--- config.mk ---
export PLATFORM = sky130hd
export DESIGN_NAME = imgconv_regs
export DESIGN_NICKNAME = d
export VERILOG_FILES = /design/src/hdl/imgconv_pkg.sv /design/src/hdl/imgconv_regs.sv
export SDC_FILE = /design/constraint.sdc
export NUM_CORES = 1
export LEC_CHECK = 0
export CORE_MARGIN = 2
export CORE_UTILIZATION = 40
export CTS_BUF_LIST = sky130_fd_sc_hd__clkbuf_16
export CTS_CLUSTER_SIZE = 8
export DETAILED_ROUTE_END_ITERATION = 16
export DONT_BUFFER_PORTS = 1
export SYNTH_ARGS = -nofsm -noshare
export SYNTH_HDL_FRONTEND = slang
export SYNTH_SLANG_ARGS = --single-unit
--- constraint.sdc ---
create_clock -name clk_i -period 2.1 [get_ports clk_i]
set_clock_uncertainty 0.2 [all_clocks]
set_input_delay 0 -clock clk_i [delete_from_list [all_inputs] [get_ports clk_i]]
set_output_delay 0 -clock clk_i [all_outputs]
set_load 0.02 [all_outputs]
--- src/hdl/imgconv_pkg.sv ---
`default_nettype none
// -----------------------------------------------------------------------------
// imgconv_pkg: shared types and constants of the 2D image convolution unit.
// Holds the item payload structs, configuration register layout and codes.
// -----------------------------------------------------------------------------
package imgconv_pkg;

  // Default sizes of the datapath.
  localparam int MAX_WIDTH  = 1024;
  localparam int MAX_HEIGHT = 4096;
  localparam int MAX_KSIZE  = 7;
  localparam int COEF_FRAC  = 16;
  localparam int COEF_WIDTH = 24;

  // Field widths of the items.
  localparam int PIX_W  = 32;
  localparam int CIDX_W = 6;
  localparam int CVAL_W = 24;
  localparam int COL_W  = 10;
  localparam int ROW_W  = 12;

  // Configuration register widths and reset values.
  localparam int IMG_W_W = 11;
  localparam int IMG_H_W = 13;
  localparam int KS_W    = 3;
  localparam int MODE_W  = 2;
  localparam logic [IMG_W_W-1:0] IMG_W_RST = 11'd1024;
  localparam logic [IMG_H_W-1:0] IMG_H_RST = 13'd1024;
  localparam logic [KS_W-1:0]    KS_RST    = 3'd3;
  localparam logic [MODE_W-1:0]  MODE_RST  = 2'd0;

  // APB register map.
  localparam int APB_ADDR_W = 5;
  localparam int APB_DATA_W = 32;
  localparam int REG_IDX_W  = 3;
  localparam logic [REG_IDX_W-1:0] REG_IMAGE_WIDTH  = 3'd0;
  localparam logic [REG_IDX_W-1:0] REG_IMAGE_HEIGHT = 3'd1;
  localparam logic [REG_IDX_W-1:0] REG_KERNEL_COLS  = 3'd2;
  localparam logic [REG_IDX_W-1:0] REG_KERNEL_ROWS  = 3'd3;
  localparam logic [REG_IDX_W-1:0] REG_PIXEL_MODE   = 3'd4;

  // Item operation codes.
  localparam logic OP_COEF  = 1'b0;
  localparam logic OP_PIXEL = 1'b1;

  // Pixel depth codes.
  localparam logic [MODE_W-1:0] MODE_8  = 2'd0;
  localparam logic [MODE_W-1:0] MODE_16 = 2'd1;

  typedef struct packed {
    logic                     op;
    logic [CIDX_W-1:0]        coef_index;
    logic signed [CVAL_W-1:0] coef_value;
    logic [PIX_W-1:0]         pixel;
  } in_item_t;

  typedef struct packed {
    logic [PIX_W-1:0] out_pixel;
    logic [COL_W-1:0] out_col;
    logic [ROW_W-1:0] out_row;
    logic             frame_last;
  } out_item_t;

  typedef struct packed {
    logic [IMG_W_W-1:0] image_width;
    logic [IMG_H_W-1:0] image_height;
    logic [KS_W-1:0]    kernel_cols;
    logic [KS_W-1:0]    kernel_rows;
    logic [MODE_W-1:0]  pixel_mode;
  } cfg_t;

  // Coefficient write travelling to the coefficient table.
  typedef struct packed {
    logic                     we;
    logic [CIDX_W-1:0]        idx;
    logic signed [CVAL_W-1:0] value;
  } coef_wr_t;

  // Result tag that travels alongside the arithmetic pipeline.
  typedef struct packed {
    logic             res;
    logic [COL_W-1:0] col;
    logic [ROW_W-1:0] row;
    logic             last;
  } side_t;

  // Largest value of the selected pixel depth.
  function automatic logic [PIX_W-1:0] mode_max(input logic [MODE_W-1:0] mode);
    logic [PIX_W-1:0] m;
    case (mode)
      MODE_8:  m = 32'h0000_00ff;
      MODE_16: m = 32'h0000_ffff;
      default: m = 32'hffff_ffff;
    endcase
    return m;
  endfunction

endpackage
`default_nettype wire

--- src/hdl/imgconv_regs.sv ---
`default_nettype none
// -----------------------------------------------------------------------------
// imgconv_regs: APB configuration registers.
// Holds frame size, kernel size and pixel depth; reads return the stored value.
// -----------------------------------------------------------------------------
module imgconv_regs (
  input  wire logic                                  clk_i,
  input  wire logic                                  rst_ni,
  input  wire logic                                  psel,
  input  wire logic                                  penable,
  input  wire logic                                  pwrite,
  input  wire logic [imgconv_pkg::APB_ADDR_W-1:0]    paddr,
  input  wire logic [imgconv_pkg::APB_DATA_W-1:0]    pwdata,
  output logic      [imgconv_pkg::APB_DATA_W-1:0]    prdata,
  output imgconv_pkg::cfg_t                          cfg_o
);

  imgconv_pkg::cfg_t cfg_q;
  logic [imgconv_pkg::REG_IDX_W-1:0] idx;

  assign idx = paddr[imgconv_pkg::APB_ADDR_W-1:2];

  // Register writes in the access phase.
  always_ff @(posedge clk_i or negedge rst_ni) begin
    if (!rst_ni) begin
      cfg_q.image_width  <= imgconv_pkg::IMG_W_RST;
      cfg_q.image_height <= imgconv_pkg::IMG_H_RST;
      cfg_q.kernel_cols  <= imgconv_pkg::KS_RST;
      cfg_q.kernel_rows  <= imgconv_pkg::KS_RST;
      cfg_q.pixel_mode   <= imgconv_pkg::MODE_RST;
    end else if (psel && penable && pwrite) begin
      case (idx)
        imgconv_pkg::REG_IMAGE_WIDTH:  cfg_q.image_width  <= pwdata[imgconv_pkg::IMG_W_W-1:0];
        imgconv_pkg::REG_IMAGE_HEIGHT: cfg_q.image_height <= pwdata[imgconv_pkg::IMG_H_W-1:0];
        imgconv_pkg::REG_KERNEL_COLS:  cfg_q.kernel_cols  <= pwdata[imgconv_pkg::KS_W-1:0];
        imgconv_pkg::REG_KERNEL_ROWS:  cfg_q.kernel_rows  <= pwdata[imgconv_pkg::KS_W-1:0];
        imgconv_pkg::REG_PIXEL_MODE:   cfg_q.pixel_mode   <= pwdata[imgconv_pkg::MODE_W-1:0];
        default: ;
      endcase
    end
  end

  // Read data.
  always_comb begin
    case (idx)
      imgconv_pkg::REG_IMAGE_WIDTH:  prdata = imgconv_pkg::APB_DATA_W'(cfg_q.image_width);
      imgconv_pkg::REG_IMAGE_HEIGHT: prdata = imgconv_pkg::APB_DATA_W'(cfg_q.image_height);
      imgconv_pkg::REG_KERNEL_COLS:  prdata = imgconv_pkg::APB_DATA_W'(cfg_q.kernel_cols);
      imgconv_pkg::REG_KERNEL_ROWS:  prdata = imgconv_pkg::APB_DATA_W'(cfg_q.kernel_rows);
      imgconv_pkg::REG_PIXEL_MODE:   prdata = imgconv_pkg::APB_DATA_W'(cfg_q.pixel_mode);
      default:                       prdata = '0;
    endcase
  end

  assign cfg_o = cfg_q;

endmodule
`default_nettype wire

Yosys cells after proc, flatten, opt, wreduce, memory -nomap -nowiden
Cells that the tools add are included.
- order comparisons: 0
- add/subtract/negate cells: 0
- eq/ne operators: 4
- reductions and logical operators: 8
- multipliers: 0
- shifts and indexed selects: 0
- multiplexer cells: 1
- div/mod/pow operators: 0
- bitwise logic cells: 0
- operator list (cell ; count):
    one-hot mux 13 bit (5 select lines) ; 1
    AND reduction 2 bit ; 5
    equality test 3 x 2 -> 1 bit, second input constant ; 2
    equality test 3 x 1 -> 1 bit, second input constant ; 1
    equality test 3 bit, second input constant ; 1
    zero test 3 bit ; 1
    logical AND 1 bit ; 2
- memories: 0
- register bits after elaboration: 32
- bits in latches: 0
- ROM bits: 0
- word-level logic and storage cells: 18
- RAM bits: 0

Logic depth before layout (Yosys ltp)
Gate-level depths: netlist of the first run.
- depth in word-level cells: 3
- mapped depth: 5
- depth with buffers taken out: 3

Worst setup path after synthesis of the first run
Ideal clock, no wire load.
- path type: in2reg
- start: input paddr[4] (netlist bit)
- end: register cfg_q, in the netlist cfg_o[10]
- stages: 5
- path buffers: 2
- arrival time: 1.127 ns
- slack: 0.648 ns
- path through: buf_6 > nand4b_4 > nor3b_2 > buf_4 > mux2_2
- cells in the longest elaborated chain, start to end: 2
- ends and longest elaborated chain (item ; RTL line ; text):
    from (decl) ; imgconv_regs.sv:12 ; input wire logic [imgconv_pkg::APB_ADDR_W-1:0] paddr,
    equality test 3 x 1 -> 1 bit ; imgconv_regs.sv:32 ; case (idx)
    AND reduction 2 bit (no line) ; n/a ;
    to (decl) ; imgconv_regs.sv:18 ; imgconv_pkg::cfg_t cfg_q;
No other way between the ends.
A chain may end at the register's enable or synchronous reset.

Worst setup path in the final report of the first run
- start: input pwrite
- end: register cfg_q, in the netlist cfg_o[10]
- cells in the longest elaborated chain, start to end: 2
- ends and longest elaborated chain (item ; RTL line ; text):
    from (decl) ; imgconv_regs.sv:11 ; input wire logic pwrite,
    logical AND 1 bit ; imgconv_regs.sv:31 ; end else if (psel && penable && pwrite) begin
    AND reduction 2 bit (no line) ; n/a ;
No other way between the ends.

==> results.md, run 1 <==
- Top-level I/O count: 106
- Worst skew pair latency: between 0.2 and 0.3 ns
- CP Launch Type: input pin
- Fin worst setup slack: roughly 0.067 ns
- Primary FF master, synth: dfrtp_1
- Fin nets: 199
- Largest cells by area after synthesis: dfrtp_1 (38%), mux2_2 (15%), dfstp_2 (9.1%)
- HP Start: paddr[2]
- Antenna violations before repair: 0
- Clk root buf: clkbuf_16
- Register area share after synthesis: around 47%
- Power Dens Cells: just under 1000 mW/mm^2
- Syn Inst Count: 133
- Synth Warn #: 0
- DRC: 0
- Crit path kind: in -> reg
- Fin. Hold Viols: 0
- 1st-pass router iterations: 4
- # clock sinks: 32
- Worst vdd ir: roughly 0.5 mV
- Met2 usage: between 20% and 30%
- Placed cell count: between 150 and 200
- GPL Wtd Cong: between 0.7 and 0.8
- Crit. Startpoint: pwrite
- Relative slew slack: a little under two thirds
- Reg2reg start: cfg_o[8]$_DFFE_PN0P_
- CP max stage delay: about 0.67 ns
- Final ANT Viol Nets: 0
- Fin crit period: 2.03 ns
- Slew at the pin closest to its max-slew limit: between 0.5 and 0.6 ns
- Avg Cell Area, Syn: about 13 um^2
- CP endpoint kind: register
- Post-synth top area share: 37.7%
- Vias in the first global route: approximately 1,100
- #FFs+latches synth: 32
- Critical Path Slowest Stage Cell: dlygate4sd3_1
- CTS tree: done
- Final Max Tran Viols: 0
- Grt total ovfl: 0
- Period utilization: between 90% and 100%
- Final WL: ~3.8 mm
- Initial Utilization: around 42%
- Total die area: about 0.0049 mm^2
- Max Cap Viol: 0
- Final instance area: slightly above 0.002 mm^2
- Max clock buf depth: 2
- Reg clk slew, reported paths: roughly 0.050 ns
- Core ar.: ~0.0041 mm^2
- Synth unique cells: 27
- Postcts setup bufs: 0
- Cell taking the most area after synthesis: dfrtp_1
- Non-filler cells, final: ~210
- Post-CTS sizing: 0
- DR WL/cell: 18.1 um
- Die H: approximately 70 um
- Htree depth: 2
- Cell Rows: 23
- DR iter-0 viols: 50
- Share of cells above drive strength 1: approximately a third
- Die Wd: 69.7 um
- FF/Latch Area: around 810 um^2
- Unrepaired setup endpoints after global routing: no
- Post-DP HPWL: 2.38 mm
- Vias per inst: approximately 5.3
- Top cell by count, worst path: dlygate4sd3_1
- Top Usage Layer GRT: met2
- Number of flip-flops in the largest register: 32
- Worst-path fanout max: 4
- Post-synth EDFFs: 0
- Setup violations, final: 0
- Vias: between 1,000 and 1,500
- Status: complete, no violations
- Static leakage: 0.980 nW
- Ant diodes: 0
- Hold Path Class: in -> out
- Met3 Usage GRT: 5.67%
- Post-Place Cell Area: approximately 0.0017 mm^2
- Hold-fix buffers, CTS: 24
- Buffers on Ports: 0
- Tot Pwr: about 0.0020 W
- Place WS: approximately 0.57 ns
- Largest net degree at the start of global routing: 27
- First-pass GRT wire length: about 6.0 mm
- Worst Path Arrival: between 1.5 and 2 ns
- GRT Total Usage: 16.3%
- FILL cells: between 300 and 400
- Critical Path RT: about 2.1 ns
- Fmax: 0.492 GHz
- Area of the multi-input gates: ~800 um^2
- Met1 GRT Util: a little under a fifth
- Netlist Area Pre-Place: 0.00173 mm^2
- CP Cell Sequence: dlygate4sd3_1 > nand4b_4 > nor3b_2 > dlygate4sd3_1 > mux2_2
- Area growth syn-to-layout: 19.8%
- Asr flop ratio synth: between 90% and 100%
- TNS Setup: 0 ns
- Inserted Clock Buffers: 5
synthesized netlist by cell type (all sizes together), types with 2 or more instances:
cell	instances
buf	25
nor3b	4
mux2	33
and3	2
dfrtp	26
dfstp	6
nand2	2
mux2i	10
nor2	10
nor3	2
per-stage QoR:
step,hold WS [ns],util (%)
CTS,0.00322,50.7
global route,0.00551,50.7
detailed placement,-0.495,41.0
floorplan,-0.496,-
finish,0.00222,50.7
global placement,-0.495,41.0
placed cells by master, fill, tap and decap left out, drive strengths merged:
master / Yosys / routed
nand4: 1 / 1
dlygate4sd3: 0 / 22
o22ai: 1 / 1
a311o: 1 / 1
nand3b: 1 / 1
mux4: 1 / 1
dfstp: 6 / 6
clkinv: 0 / 1
buf: 25 / 3
nand4b: 1 / 1
or3: 1 / 1
a21oi: 1 / 1
or2: 1 / 1
nor3b: 4 / 4
nor2: 10 / 10
nor3: 2 / 2
mux2: 33 / 33
and3: 2 / 2
nor2b: 1 / 1
o21a: 1 / 1
mux2i: 10 / 10
nand2: 2 / 2
conb: 1 / 19
clkbuf: 1 / 5
inv: 0 / 2
dfrtp: 26 / 26
report_power, final:
group          internal, W  switching [W]  total, W  leakage, nW
sequential        0.000756       0.000265   0.00102        0.395
combinational     0.000187       0.000148  0.000336        0.511
clock             0.000425       0.000243  0.000668       0.0738
total              0.00137       0.000656   0.00202        0.980
layer usage:
metal	part of all wire [%]	up-vias
met2	50	73
li1	-	477
met4	1.6	0
met5	0	-
met1	40	552
met3	8.5	7
kinds of logic after synthesis:
logic type	after synthesis	share of synthesized area (%)
AO/OA/AOI/OAI	4	1.67
buffers and inverters	26	11.1
flip-flops	32	46.8
multiplexers	44	30.8
other	1	0.217
AND/OR/NAND/NOR	26	9.49
critical path: cells and delay by family:
family                 cells  cell delay, ns
buffers and inverters      2            1.27
multiplexers               1            0.36
AND/OR/NAND/NOR            2            0.36
path summary, 6_finish.rpt:
kind,depth (start not counted),endpoint,slack (ns)
worst max-delay path,5,cfg_o[10]$_DFFE_PN0P_,0.07
worst min-delay path,1,prdata[12],0.002
worst max register to register,1,cfg_o[8]$_DFFE_PN0P_,1.00
worst min register to register,1,cfg_o[2]$_DFFE_PN1P_,0.47
max in group asynchronous,3,cfg_o[27]$_DFFE_PN0P_,1.46
min in group asynchronous,3,cfg_o[20]$_DFFE_PN0P_,0.09
cell type report:
cell class                 count  area share, %
clock buffer                   5           6.04
timing repair buffer          25           12.9
multi-input combinational     93           38.4
tap                           50           3.02
sequential                    32           39.0
clock inverter                 3          0.544
(Power assumes the default switching activity.)
==> run 2: changes to the inputs <==
==> constraint.sdc (replaced) <==
create_clock -name clk_i -period 2.1 [get_ports clk_i]
set_clock_uncertainty 0.2 [all_clocks]
set_input_delay 0.105 -clock clk_i [delete_from_list [all_inputs] [get_ports clk_i]]
set_output_delay 0.105 -clock clk_i [all_outputs]
set_load 0.02 [all_outputs]
==> results.md, run 2 (synthesis results as in run 1) <==
- Status: complete, no violations
- Unrepaired setup endpoints after global routing: no
- Hold EP: cfg_o[4]$_DFFE_PN0P_
- Htree depth: 2
- Hold Path Class: in -> reg
- CP Cell Sequence: dlygate4sd3_1 > nand4_1 > nor3_1 > dlygate4sd3_1 > mux2_2
- Post-DP HPWL: 2.43 mm
- CP max stage delay: approximately 0.6 ns
- Power Dens Cells: a little under 1000 mW/mm^2
- Post-Place Cell Area: about 0.0017 mm^2
- Placed cell count: between 150 and 200
- TNS Setup: 0 ns
- Die Wd: 69.7 um
- Non-filler cells, final: around 200
- Crit. Startpoint: paddr[4]
- Tot Pwr: about 0.002 W
- Cell Rows: 23
- DRC: 0
- Reg clk slew, reported paths: around 0.05 ns
- Antenna violations before repair: 0
- Vias per inst: approximately 5.2
- WHS Path Cells: 3
- Fin nets: 195
- Share of cells above drive strength 1: roughly a third
- Setup violations, final: 0
- Period utilization: between 90 and 100%
- Number of flip-flops in the largest register: 32
- CP Launch Type: input pin
- Inserted Clock Buffers: 5
- GRT Total Usage: 15.3%
- Place WS: just under 0.6 ns
- CP endpoint kind: register
- Worst Path Arrival: 1.87 ns
- Grt total ovfl: 0
- Top-level I/O count: 106
- HP Start: paddr[3]
- Critical Path Slowest Stage Cell: dlygate4sd3_1
- Fin worst setup slack: roughly 0.18 ns
- # clock sinks: 32
- Post-CTS sizing: 0
- Final WL: ~3.6 mm
- Postcts setup bufs: 0
- CTS tree: done
- DR iter-0 viols: 36
- Final instance area: around 0.0020 mm^2
- First-pass GRT wire length: slightly below 6 mm
- Die H: around 70 um
- Worst-path fanout max: 10
- Static leakage: between 0.9 and 1 nW
- Commonest non-fill, non-tap cell in the layout: dfrtp_1
- Final ANT Viol Nets: 0
- Area growth syn-to-layout: 16.8%
- Critical R2R Capture: cfg_o[23]$_DFFE_PN0P_
- Vias: about 1,100
- DR WL/cell: ~18 um
- Reg2reg start: cfg_o[23]$_DFFE_PN0P_
- Worst skew pair latency: approximately 0.27 ns
- Critical Path RT: around 2 ns
- Clk root buf: clkbuf_16
- Relative slew slack: about two thirds
- Ant diodes: 0
- Fmax: about 0.52 GHz
- Vias in the first global route: approximately 1,200
- Slew at the pin closest to its max-slew limit: 0.507 ns
- Max clock buf depth: 2
- Worst vdd ir: 0.462 mV
- Flop2flop setup slack: roughly 1.0 ns
- Fin. Hold Viols: 0
- R2R depth: 1
- GPL Wtd Cong: 0.772
- Total die area: between 0.004 and 0.005 mm^2
- Core ar.: 0.00409 mm^2
- Top cell by count, worst path: dlygate4sd3_1
- Max Cap Viol: 0
- Buffers on Ports: 0
- Crit path kind: in -> reg
- Final Max Tran Viols: 0
- Most frequent cells in the layout: dfrtp_1 (26), mux2_2 (23), conb_1 (19)
- 1st-pass router iterations: 4
- Initial Utilization: between 40% and 50%
- Largest net degree at the start of global routing: 33
- Fin crit period: 1.92 ns
run 2: cell types whose count changed in the layout (fill, tap and decap cells not counted), sizes merged:
| cell | change |
|---|---|
| clkinv | -1 |
| dlygate4sd3 | -4 |
| inv | +1 |
run 2: repair_timing:
item	CTS	global route
hold buffers	19	0
setup endpoints to repair	0	0
endpoints found under the hold margin	64	0
run 2: metal layers:
layer	vias up	GRT usage, %	wire length (um)
met5	-	0	0
met4	0	5.13	49
met3	6	6.40	342
met2	71	26.0	1770
met1	521	17.5	1450
li1	468	-	-
run 2: how the worst max path moves through the flow:
stage / to / slack [ns] / cells past startpoint
2_1_floorplan: cfg_o[10]$_DFFE_PN0P_ / 0.54 / 5
3_3_place_gp: cfg_o[7]$_DFFE_PN0P_ / 0.57 / 3
3_5_place_dp: prdata[0] / 0.58 / 3
4_1_cts: cfg_o[0]$_DFFE_PN0P_ / 0.19 / 4
5_1_grt: cfg_o[0]$_DFFE_PN0P_ / 0.11 / 5
6_report: cfg_o[0]$_DFFE_PN0P_ / 0.18 / 5
run 2: worst max-delay path, delay by kind of cell:
family / cells / cell delay, ns
multiplexers: 1 / 0.32
AND/OR/NAND/NOR: 2 / 0.31
buffers and inverters: 2 / 1.13
run 2: layout make-up:
| cell class | instances | area, um^2 |
|---|---|---|
| Sequential cell | 32 | 808 |
| Clock buffer | 5 | 125 |
| Tap cell | 50 | 62.6 |
| Multi-Input combinational cell | 93 | 796 |
| Fill cell | 379 | 2070 |
| Clock inverter | 3 | 11.3 |
| Timing Repair Buffer | 21 | 215 |
run 2: where the power goes:
part	internal (W)	total, W	leakage [nW]	switching, W
Combinational	0.000180	0.000320	0.488	0.000140
Sequential	0.000756	0.00102	0.395	0.000264
Clock	0.000425	0.000656	0.0776	0.000231
run 2: through the flow:
step,hold slack (ns),utilization (%)
after floorplan,-0.391,-
after global placement,-0.390,41.2
after detailed placement,-0.390,41.2
after CTS,0.00666,49.4
after global routing,0.0281,49.4
final,0.0180,49.4
==> run 3: changes to the inputs <==
CORE_MARGIN = 1.5   (was 2)
==> results.md, run 3 (synthesis results as in run 1) <==
- Status: complete, no violations
- Final WL: 3.54 mm
- Clk root buf: clkbuf_16
- Largest net degree at the start of global routing: 33
- Reg clk slew, reported paths: roughly 0.050 ns
- Worst Path Arrival: about 1.8 ns
- Fin nets: between 150 and 200
- Final Max Tran Viols: 0
- # clock sinks: 32
- Static leakage: roughly 0.96 nW
- DRC: 0
- CTS tree: done
- DR WL/cell: about 17 um
- Max clock buf depth: 2
- Number of flip-flops in the largest register: 32
- Fin. Hold Viols: 0
- Min Hold Slack: slightly below 0.02 ns
- Worst skew pair latency: about 0.27 ns
- Critical Path RT: just over 2 ns
- Top routing layer used: met4
- Core ar.: roughly 0.0041 mm^2
- Post-Place Cell Area: around 0.0017 mm^2
- DR iter-0 viols: 40
- Initial Utilization: 42.3%
- Setup violations, final: 0
- Vias: roughly 1,000
- Crit path kind: in -> reg
- Vias in the first global route: ~1,100
- Grt total ovfl: 0
- Hold-fix buffers, CTS: 19
- Post-CTS sizing: 0
- Worst-path fanout max: 13
- Die Wd: 68.7 um
- Htree depth: 2
- WL met1: around 1.5 mm
- Hold Path Class: in -> reg
- Worst vdd ir: between 0.5 and 0.6 mV
- CP Launch Type: input pin
- Post-DP HPWL: 2.40 mm
- Share of cells above drive strength 1: about a third
- Vias per inst: 5.10
- Area growth syn-to-layout: 16.8%
- First-pass GRT wire length: ~5.2 mm
- CP endpoint kind: register
- Fin crit period: between 1.5 and 2 ns
- Postcts setup bufs: 0
- Power Dens Cells: between 900 and 1000 mW/mm^2
- Antenna violations before repair: 0
- Most frequent cells in the layout: dfrtp_1 (26), mux2_2 (23), conb_1 (19)
- Crit. Startpoint: paddr[3]
- Cell Rows: 23
- GPL Wtd Cong: 0.635
- 1st-pass router iterations: 3
- Fmax: 0.543 GHz
- Final ANT Viol Nets: 0
- Final instance area: 0.00202 mm^2
- Place WS: 0.514 ns
- GRT Total Usage: 15.5%
- FILL cells: roughly 380
- Period utilization: approximately 88%
- WL met2: 1.74 mm
- Buffers on Ports: 0
- Unrepaired setup endpoints after global routing: no
- Inserted Clock Buffers: 5
- Die H: 68.7 um
- HP Start: paddr[3]
- Total die area: approximately 0.0047 mm^2
- Fin worst setup slack: around 0.26 ns
- Top-level I/O count: about 110
- Max Cap Viol: 0
- Ant diodes: 0
- DR WL met3: 312 um
- TNS Setup: 0 ns
- Reg2reg start: cfg_o[5]$_DFFE_PN1P_
- Commonest non-fill, non-tap cell in the layout: dfrtp_1
==> run 3: changes by cell type in the layout (fill, tap and decap cells not counted), sizes merged <==
| cell | previous run | this run |
|---|---|---|
| inv | 3 | 2 |
| clkinv | 0 | 1 |
==> run 3: worst max-delay path, cell delays in order <==
cell	delay [ns]
dlygate4sd3_1	0.54
nor3_1	0.17
dlygate4sd3_1	0.62
mux2_2	0.35
==> run 3: per-stage QoR <==
stage                     power, W  cells  utilization, %
final                      0.00199    204            49.4
after global routing       0.00210    204            49.4
after CTS                  0.00202    204            49.4
after detailed placement   0.00130    177            41.2
after global placement     0.00129    177            41.2
after floorplan            0.00129    151               -
==> run 3: where the power goes <==
group	internal [W]	switching (W)
clock network	0.000425	0.000227
registers	0.000756	0.000263
logic	0.000182	0.000140
==> run 3: final timing paths <==
path	endpoint	slack [ns]	cells after the start
max in group asynchronous	cfg_o[31]$_DFFE_PN1P_	1.37	2
hold / removal	cfg_o[4]$_DFFE_PN0P_	0.02	3
hold reg to reg	cfg_o[2]$_DFFE_PN1P_	0.47	1
setup / recovery	cfg_o[1]$_DFFE_PN0P_	0.26	4
min in group asynchronous	cfg_o[4]$_DFFE_PN0P_	0.09	2
setup reg to reg	cfg_o[5]$_DFFE_PN1P_	0.54	2
==> run 3: metal layers <==
metal  vias up  track usage, %
met5         -               0
met1       505            17.8
met3         3            5.19
li1        465               -
met2        68            27.3
met4         0            4.41
==> run 3: cell type report <==
| cell class | instances | area, um^2 | area share [%] |
|---|---|---|---|
| Clock inverter | 3 | 11.3 | 0.558 |
| Timing Repair Buffer | 21 | 215 | 10.7 |
| Clock buffer | 5 | 125 | 6.20 |
| Sequential cell | 32 | 808 | 40.0 |
| Multi-Input combinational cell | 93 | 796 | 39.4 |
| Tap cell | 50 | 62.6 | 3.10 |
